--- src/rtl/integer_set_table_assert.svh ---
// Assertion macros used by the integer set table top level.
`ifndef INTEGER_SET_TABLE_ASSERT_SVH
`define INTEGER_SET_TABLE_ASSERT_SVH

// Same-cycle implication, checked on every rising clock edge outside reset.
`define IST_ASSERT_IMPL(label, ante, cons) \
   label: assert property (@(posedge clock) disable iff (reset) (ante) |-> (cons)) \
      else $error("integer_set_table: same-cycle check failed");

// Next-cycle implication, checked on every rising clock edge outside reset.
`define IST_ASSERT_NEXT(label, ante, cons) \
   label: assert property (@(posedge clock) disable iff (reset) (ante) |=> (cons)) \
      else $error("integer_set_table: next-cycle check failed");

`endif

--- src/rtl/ist_pkg.sv ---
// Constants, codes and types shared by the integer set table modules.
package ist_pkg;

   localparam int CAPACITY = 16;
   localparam int DATA_W   = 32;
   localparam int CNT_W    = $clog2(CAPACITY + 1);
   localparam int COUNT_W  = 5;
   localparam int OP_W     = 2;
   localparam int STATUS_W = 3;

   localparam logic [OP_W-1:0] OP_ADD    = 2'd0;
   localparam logic [OP_W-1:0] OP_REMOVE = 2'd1;
   localparam logic [OP_W-1:0] OP_QUERY  = 2'd2;

   localparam logic [STATUS_W-1:0] ST_ADDED     = 3'd0;
   localparam logic [STATUS_W-1:0] ST_DUPLICATE = 3'd1;
   localparam logic [STATUS_W-1:0] ST_FULL      = 3'd2;
   localparam logic [STATUS_W-1:0] ST_REMOVED   = 3'd3;
   localparam logic [STATUS_W-1:0] ST_NOTFOUND  = 3'd4;
   localparam logic [STATUS_W-1:0] ST_PRESENT   = 3'd5;
   localparam logic [STATUS_W-1:0] ST_ABSENT    = 3'd6;

   // Per-cell update controls driven by the top level.
   typedef struct packed {
      logic write_new;   // load the request value into this cell
      logic take_next;   // load the neighbor's entry (compacting shift)
   } cell_ctl_type;

endpackage

--- src/rtl/ist_cell.sv ---
// One cell of the set table: an entry register, its comparator and a link of the match chain.
module ist_cell (
   input  logic                        clock,
   input  logic                        valid_i,
   input  logic [ist_pkg::DATA_W-1:0]  value_i,
   input  logic [ist_pkg::DATA_W-1:0]  next_i,
   input  logic                        chain_i,
   input  ist_pkg::cell_ctl_type       ctl_i,
   output logic [ist_pkg::DATA_W-1:0]  data_o,
   output logic                        chain_o
);

   logic [ist_pkg::DATA_W-1:0] data_ff;
   logic [ist_pkg::DATA_W-1:0] data_in;
   logic                       hit;

   // A match only counts while the cell holds a live entry.
   assign hit     = valid_i && (data_ff == value_i);
   assign chain_o = chain_i || hit;
   assign data_o  = data_ff;

   always_comb begin
      data_in = data_ff;
      if (ctl_i.write_new) begin
         data_in = value_i;
      end else if (ctl_i.take_next) begin
         data_in = next_i;
      end
   end

   always_ff @(posedge clock) begin
      data_ff <= data_in;
   end

endmodule

--- src/rtl/integer_set_table.sv ---
// Top level of the integer set table: the cell row, the entry count and the result register.
//
// The table holds up to 16 distinct 32-bit values in the order they were added. A request
// (start high while busy is low) carries an operation on req_op (add, remove or query; the
// unused code is treated as a query) and a value on req_value. In the cycle after the
// request is taken, rsp_strobe is high for one cycle with the status on rsp_status and the
// entry count after the operation on rsp_count. The receiver cannot stall the result, and
// none is needed: busy never rises, so a new request may be issued in every cycle and it
// already sees the table as left by the previous one. The cycle is set by the row of 16
// cells, each comparing its entry against the request value and passing its match to the
// next cell, so that every cell at or past a removed entry knows to take its neighbor's
// entry in the same edge. An add of a new value to a full table is refused with the full
// status and leaves the table unchanged; adding a value already present reports a duplicate.
module integer_set_table (
   input  logic                                clock,
   input  logic                                reset,
   input  logic                                start,
   output logic                                busy,
   input  logic [ist_pkg::OP_W-1:0]            req_op,
   input  logic signed [ist_pkg::DATA_W-1:0]   req_value,
   output logic                                rsp_strobe,
   output logic [ist_pkg::STATUS_W-1:0]        rsp_status,
   output logic [ist_pkg::COUNT_W-1:0]         rsp_count
);

   logic                              accept;
   logic [ist_pkg::DATA_W-1:0]        value;
   logic [ist_pkg::DATA_W-1:0]        cell_data [ist_pkg::CAPACITY];
   logic [ist_pkg::DATA_W-1:0]        cell_next [ist_pkg::CAPACITY];
   logic [ist_pkg::CAPACITY:0]        chain;
   logic [ist_pkg::CAPACITY-1:0]      cell_valid;
   ist_pkg::cell_ctl_type             cell_ctl [ist_pkg::CAPACITY];
   logic                              found;
   logic                              full;
   logic                              add_go;
   logic                              remove_go;

   logic [ist_pkg::CNT_W-1:0]         count_ff;
   logic [ist_pkg::CNT_W-1:0]         count_in;
   logic                              rsp_strobe_ff;
   logic [ist_pkg::STATUS_W-1:0]      rsp_status_ff;
   logic [ist_pkg::STATUS_W-1:0]      rsp_status_in;
   logic [ist_pkg::COUNT_W-1:0]       rsp_count_ff;

   // Helpers for the checks at the end of the module.
   logic [ist_pkg::COUNT_W-1:0]       count_low;
   logic                              added_reply;

   // Every request finishes in the cycle it is taken, so the block never holds one off.
   assign busy   = 1'b0;
   assign accept = start && !busy;
   assign value  = req_value;

   assign chain[0] = 1'b0;
   assign found    = chain[ist_pkg::CAPACITY];
   assign full     = (count_ff >= ist_pkg::CNT_W'(ist_pkg::CAPACITY));

   // The state changes only for an add of a new value with room left, or a remove of a
   // value that is present.
   assign add_go    = accept && (req_op == ist_pkg::OP_ADD) && !found && !full;
   assign remove_go = accept && (req_op == ist_pkg::OP_REMOVE) && found;

   for (genvar i = 0; i < ist_pkg::CAPACITY; i++) begin : g_cell
      // Cells at or above the count hold stale data and are masked out of the compare.
      assign cell_valid[i] = (ist_pkg::CNT_W'(i) < count_ff);

      // The top cell has no neighbor; after a remove it falls outside the count anyway.
      if (i == ist_pkg::CAPACITY - 1) begin : g_last
         assign cell_next[i] = cell_data[i];
      end else begin : g_mid
         assign cell_next[i] = cell_data[i+1];
      end

      // An append lands in the first free cell; a remove shifts the cell holding the
      // match and every cell after it down by one place.
      assign cell_ctl[i].write_new = add_go && (ist_pkg::CNT_W'(i) == count_ff);
      assign cell_ctl[i].take_next = remove_go && chain[i+1];

      ist_cell u_cell (
         .clock   (clock),
         .valid_i (cell_valid[i]),
         .value_i (value),
         .next_i  (cell_next[i]),
         .chain_i (chain[i]),
         .ctl_i   (cell_ctl[i]),
         .data_o  (cell_data[i]),
         .chain_o (chain[i+1])
      );
   end

   always_comb begin
      count_in = count_ff;
      if (add_go) begin
         count_in = count_ff + ist_pkg::CNT_W'(1);
      end else if (remove_go) begin
         count_in = count_ff - ist_pkg::CNT_W'(1);
      end
   end

   always_comb begin
      case (req_op)
         ist_pkg::OP_ADD: begin
            if (found) begin
               rsp_status_in = ist_pkg::ST_DUPLICATE;
            end else if (full) begin
               rsp_status_in = ist_pkg::ST_FULL;
            end else begin
               rsp_status_in = ist_pkg::ST_ADDED;
            end
         end
         ist_pkg::OP_REMOVE: begin
            rsp_status_in = found ? ist_pkg::ST_REMOVED : ist_pkg::ST_NOTFOUND;
         end
         default: begin
            // The query code and the unused code both report membership.
            rsp_status_in = found ? ist_pkg::ST_PRESENT : ist_pkg::ST_ABSENT;
         end
      endcase
   end

   always_ff @(posedge clock) begin
      if (reset) begin
         count_ff      <= '0;
         rsp_strobe_ff <= 1'b0;
      end else begin
         count_ff      <= count_in;
         rsp_strobe_ff <= accept;
      end
   end

   // The result payload only needs to be meaningful while the strobe is high.
   always_ff @(posedge clock) begin
      if (accept) begin
         rsp_status_ff <= rsp_status_in;
         rsp_count_ff  <= ist_pkg::COUNT_W'(count_in);
      end
   end

   assign rsp_strobe = rsp_strobe_ff;
   assign rsp_status = rsp_status_ff;
   assign rsp_count  = rsp_count_ff;

   assign count_low   = ist_pkg::COUNT_W'(count_ff);
   assign added_reply = rsp_strobe_ff && (rsp_status_ff == ist_pkg::ST_ADDED);

`include "integer_set_table_assert.svh"

   `IST_ASSERT_IMPL(a_count_in_range, 1'b1, count_ff <= ist_pkg::CNT_W'(ist_pkg::CAPACITY))
   `IST_ASSERT_NEXT(a_strobe_follows_request, accept, rsp_strobe_ff)
   `IST_ASSERT_NEXT(a_no_strobe_without_request, !accept, !rsp_strobe_ff)
   `IST_ASSERT_IMPL(a_reported_count_matches, rsp_strobe_ff, rsp_count_ff == count_low)
   `IST_ASSERT_IMPL(a_add_grows, added_reply, count_ff == $past(count_ff) + ist_pkg::CNT_W'(1))

endmodule
--- config.mk ---
export PLATFORM = sky130hd
export DESIGN_NAME = integer_set_table
export DESIGN_NICKNAME = d
export VERILOG_FILES = /design/src/rtl/ist_pkg.sv /design/src/rtl/ist_cell.sv /design/src/rtl/integer_set_table.sv
export VERILOG_INCLUDE_DIRS = /design/src /design/src/rtl
export SDC_FILE = /design/constraint.sdc
export NUM_CORES = 1
export LEC_CHECK = 0
export BUFFER_PORTS_ARGS = -buffer_cell sky130_fd_sc_hd__clkbuf_2
export CORE_MARGIN = 1
export CORE_UTILIZATION = 40
export CTS_CLUSTER_DIAMETER = 120
export DETAILED_ROUTE_END_ITERATION = 10
export PLACE_DENSITY = 0.66
export SYNTH_ARGS = -nofsm -noshare
export SYNTH_HDL_FRONTEND = slang
export SYNTH_HIERARCHICAL = 1
export SYNTH_SLANG_ARGS = --single-unit
--- constraint.sdc ---
create_clock -name clock -period 6.85 [get_ports clock]
set_input_delay 0 -clock clock [delete_from_list [all_inputs] [get_ports clock]]
set_output_delay 0 -clock clock [all_outputs]
set_load 0.05 [all_outputs]
==> results.sh <==
export IMPL_status="complete, no violations"
export IMPL_grt_max_degree=34
export IMPL_die_area_mm2=0.0719
export IMPL_path_buf_inv=2
export IMPL_rsz0062_at_grt="no"
export IMPL_ctsRootBufferMaster="clkbuf_16"
export IMPL_synth_compound_area_frac=0.0108
export IMPL_required_ps=7140
export IMPL_end_kind="flip-flop"
export IMPL_core_area_mm2=0.0700
export IMPL_synth_xor_xnor_area_share=0.159
export IMPL_cp_arrival_ps=6790
export IMPL_area_growth_syn_to_layout_pct=13.4
export IMPL_crit_top_cell="a31o_1"
export IMPL_yosysMostFrequentCell="edfxtp_1"
export IMPL_power_frac_seq=0.524
export IMPL_tightest_slew_ps=980
export IMPL_ir_drop_mv=0.175
export IMPL_fin_crit_sh=0.949
export IMPL_final_layout_size_suffix_gt1_frac=0.354
export IMPL_die_h_um=268
export IMPL_slowest_delay_ps=430
export IMPL_grt_pass1_vias=15900
export IMPL_synthFlopType="edfxtp_1"
export IMPL_grt_pass1_wl_um=88500
export IMPL_hold_path_class="input port to flip-flop"
export IMPL_initial_utilization=0.404
export IMPL_track_usage=0.156
export IMPL_synth_adder_area_share=0.00177
export IMPL_fin_crit_ps=6500
export IMPL_worstSetupPathType="flip-flop to flip-flop"
export IMPL_min_from="req_value[6]"
export IMPL_rows=97
export IMPL_synth_top_family_by_area="multiplexers"
export IMPL_p_switching_uw=1500
export IMPL_crit_fanout=20
export IMPL_drt_iter0_drc=786
export IMPL_critPathLaunchType="flip-flop"
export IMPL_fmax_ghz=0.154
export IMPL_numClockSinks=526
export IMPL_internal_power_uw=5320
export IMPL_numCtsBuffers=55
export IMPL_reg2reg_depth=26
export IMPL_synth_top_cell_by_area="edfxtp_1"
export IMPL_cts_tree="yes"
export IMPL_die_x_um=268
export IMPL_p_sw_frac=0.220
export IMPL_yosysTopAreaCellShare=0.551
export IMPL_wl_per_cell_um=18.3
export IMPL_synth_enable_flop_cells=520
export IMPL_ios=47
export IMPL_muxShareOfSynthArea=0.204
export IMPL_fin_nets=2107
export IMPL_holdPathStages=2
export IMPL_final_instance_count_excl_fill=3044
export IMPL_gp_congestion=0.831
export IMPL_drt_pass1_iter_count=6
export IMPL_clk_latency_ps=600
export IMPL_portBuffers=45
export IMPL_grt_overflow=0
export IMPL_num_fill_cells=6157
export IMPL_r2r_start="count_ff[3]"
export IMPL_powerDensity_mw_per_mm2=212
export IMPL_slew_viol_final=0
export IMPL_via_count=15500
export IMPL_worstSetupStartpoint="count_ff[3]"
export IMPL_netlist_top_cells_area="edfxtp_1, mux2_2, xnor2_1"
export IMPL_finalHoldViolCount=0
export IMPL_maxCapViolations=0
export IMPL_critPathSlowestCell="dfxtp_1"
export IMPL_drt_wl_total_um=55600
export IMPL_cp_top_family="compound AO/OA/AOI/OAI gates"
export IMPL_utilization=0.459
export IMPL_detailed_place_hpwl_um=40500
export IMPL_grt_antenna_before_repair=0
export IMPL_p_clk_frac=0.406
export IMPL_synth_seq_cells=526
export IMPL_leakage_uw=0.00991
export IMPL_pwr_share_comb=0.070
export IMPL_num_antenna_cells=0
export IMPL_finalPower_uw=6820
export IMPL_dpl_cell_count=2934
export IMPL_cts_htree_levels=2
export IMPL_synth_cells=1941
export IMPL_synthSimpleGateAreaFrac=0.0543
export IMPL_setup_viol=0
export IMPL_ant_nets=0
export IMPL_via_per_inst=5.08
export IMPL_fin_skew_ps=22.0
export IMPL_clock_path_buffers=3
export IMPL_slew_headroom=0.340
export IMPL_cp_num_cells=26
export IMPL_synth_seq_area_share=0.556
export IMPL_path_clk_slew_ps=60
export IMPL_postSynthAreaPerCell_um2=14.6
export IMPL_synth_warnings=6
export IMPL_route_detailed_drc=0
export IMPL_setup_tns_ps=0
export IMPL_synth_common_cells="edfxtp_1, mux2_2, xnor2_1"
export IMPL_synthArstFlopShare=0
export IMPL_ys_types=43
export IMPL_syn_cell_area_mm2=0.0283
==> cells in the final DEF (no fill, tap or decap), types with 4 or more instances in the layout <==
cell,netlist,routed
xnor2_1,450,450
dlygate4sd3_1,0,13
a31o_1,16,16
clkbuf_2,0,45
o21ai_0,9,8
nand2_1,13,13
clkinv_1,1,15
dfxtp_1,6,6
nor2_1,8,6
or2_2,16,14
and2_1,16,16
nor3_1,28,17
mux2_2,512,512
xor2_1,64,64
buf_12,0,24
clkbuf_16,0,57
a21oi_1,4,4
buf_4,1,56
edfxtp_1,520,520
nor2_2,4,6
nor4_1,33,33
ha_1,4,4
clkinv_2,0,4
nand4_1,96,96
nor3_2,0,11
nand3_1,16,16
inv_1,10,10
clkbuf_1,5,16
and3_1,18,18
==> worst paths after layout <==
kind,slack (ps),end
max,350,g_cell[4].u_cell/data_o[19]
min,40,g_cell[0].u_cell/data_o[6]
max reg2reg,350,g_cell[4].u_cell/data_o[19]
min reg2reg,590,g_cell[0].u_cell/data_o[13]
==> stage by stage <==
step	hold slack (ps)	instance area, um2	worst slack, ps
after floorplan	68.9	28300	589
after global placement	288	30300	270
after detailed placement	294	30300	73.3
after CTS	3.53	32100	94.9
after global routing	29.7	32100	50.6
final	43.2	32100	352
==> repair_timing <==
| action | in CTS | in global routing |
|---|---|---|
| gates resized for setup | 0 | 10 |
| hold buffers | 13 | 0 |
| buffers inserted | 0 | 2 |
| endpoints found under the hold margin | 38 | 0 |
| setup endpoints to repair | 0 | 531 |
==> logic make-up after synthesis <==
| kind of cell | Yosys count |
|---|---|
| other | 1 |
| AO/OA/AOI/OAI | 41 |
| XOR/XNOR | 514 |
| buffers and inverters | 84 |
| adder cells (fa/ha/maj) | 4 |
| flip-flops | 526 |
| multiplexers | 513 |
| AND/OR/NAND/NOR | 258 |
==> metal layers <==
layer | track usage | wire length (um) | up-vias
li1 | - | - | 7508
met1 | 0.213 | 26100 | 7642
met2 | 0.256 | 26100 | 237
met3 | 0.0240 | 2140 | 73
met4 | 0.0469 | 1260 | 0
met5 | 0 | 0 | -
==> power groups by stage <==
stage | Sequential, uW | Clock (uW) | Combinational, uW
floorplan | 3650 | 0 | 247
global placement | 3640 | 0 | 459
detailed placement | 3640 | 0 | 469
CTS | 3570 | 2850 | 478
global route | 3570 | 2970 | 519
finish | 3570 | 2770 | 478
==> sequential cells by signal, summed over array words and instances (netlist names) <==
register / flops
count_ff: 5
g_cell.u_cell/data_o: 512
rsp_count: 5
rsp_status: 3
rsp_strobe: 1
==> area by class of cell <==
type	count	area [um2]	area share
flip-flops and latches	526	15700	0.490
multi-input cells	1332	12200	0.381
clock buffers	73	1490	0.0463
repair buffers	140	1290	0.0400
well taps	940	1180	0.0366
clock inverters	22	148	0.00460
inverters	11	41.3	0.00129
==> worst register-to-register path: stages (launching register included) <==
cell	delay [ps]
dfxtp_1	430
nor2_2	230
nand2_1	150
and3_1	180
a31o_1	210
a31o_1	190
a31o_1	190
a31o_1	190
a31o_1	190
a31o_1	200
a31o_1	200
a31o_1	210
a31o_1	200
a31o_1	210
a31o_1	210
a31o_1	200
a31o_1	190
a31o_1	200
a31o_1	200
a31o_1	330
nor4b_4	360
buf_4	190
and2_2	200
nand2_1	160
nor2_2	340
or2_2	410
buf_12	220
Power figures use the tool's default switching activity.
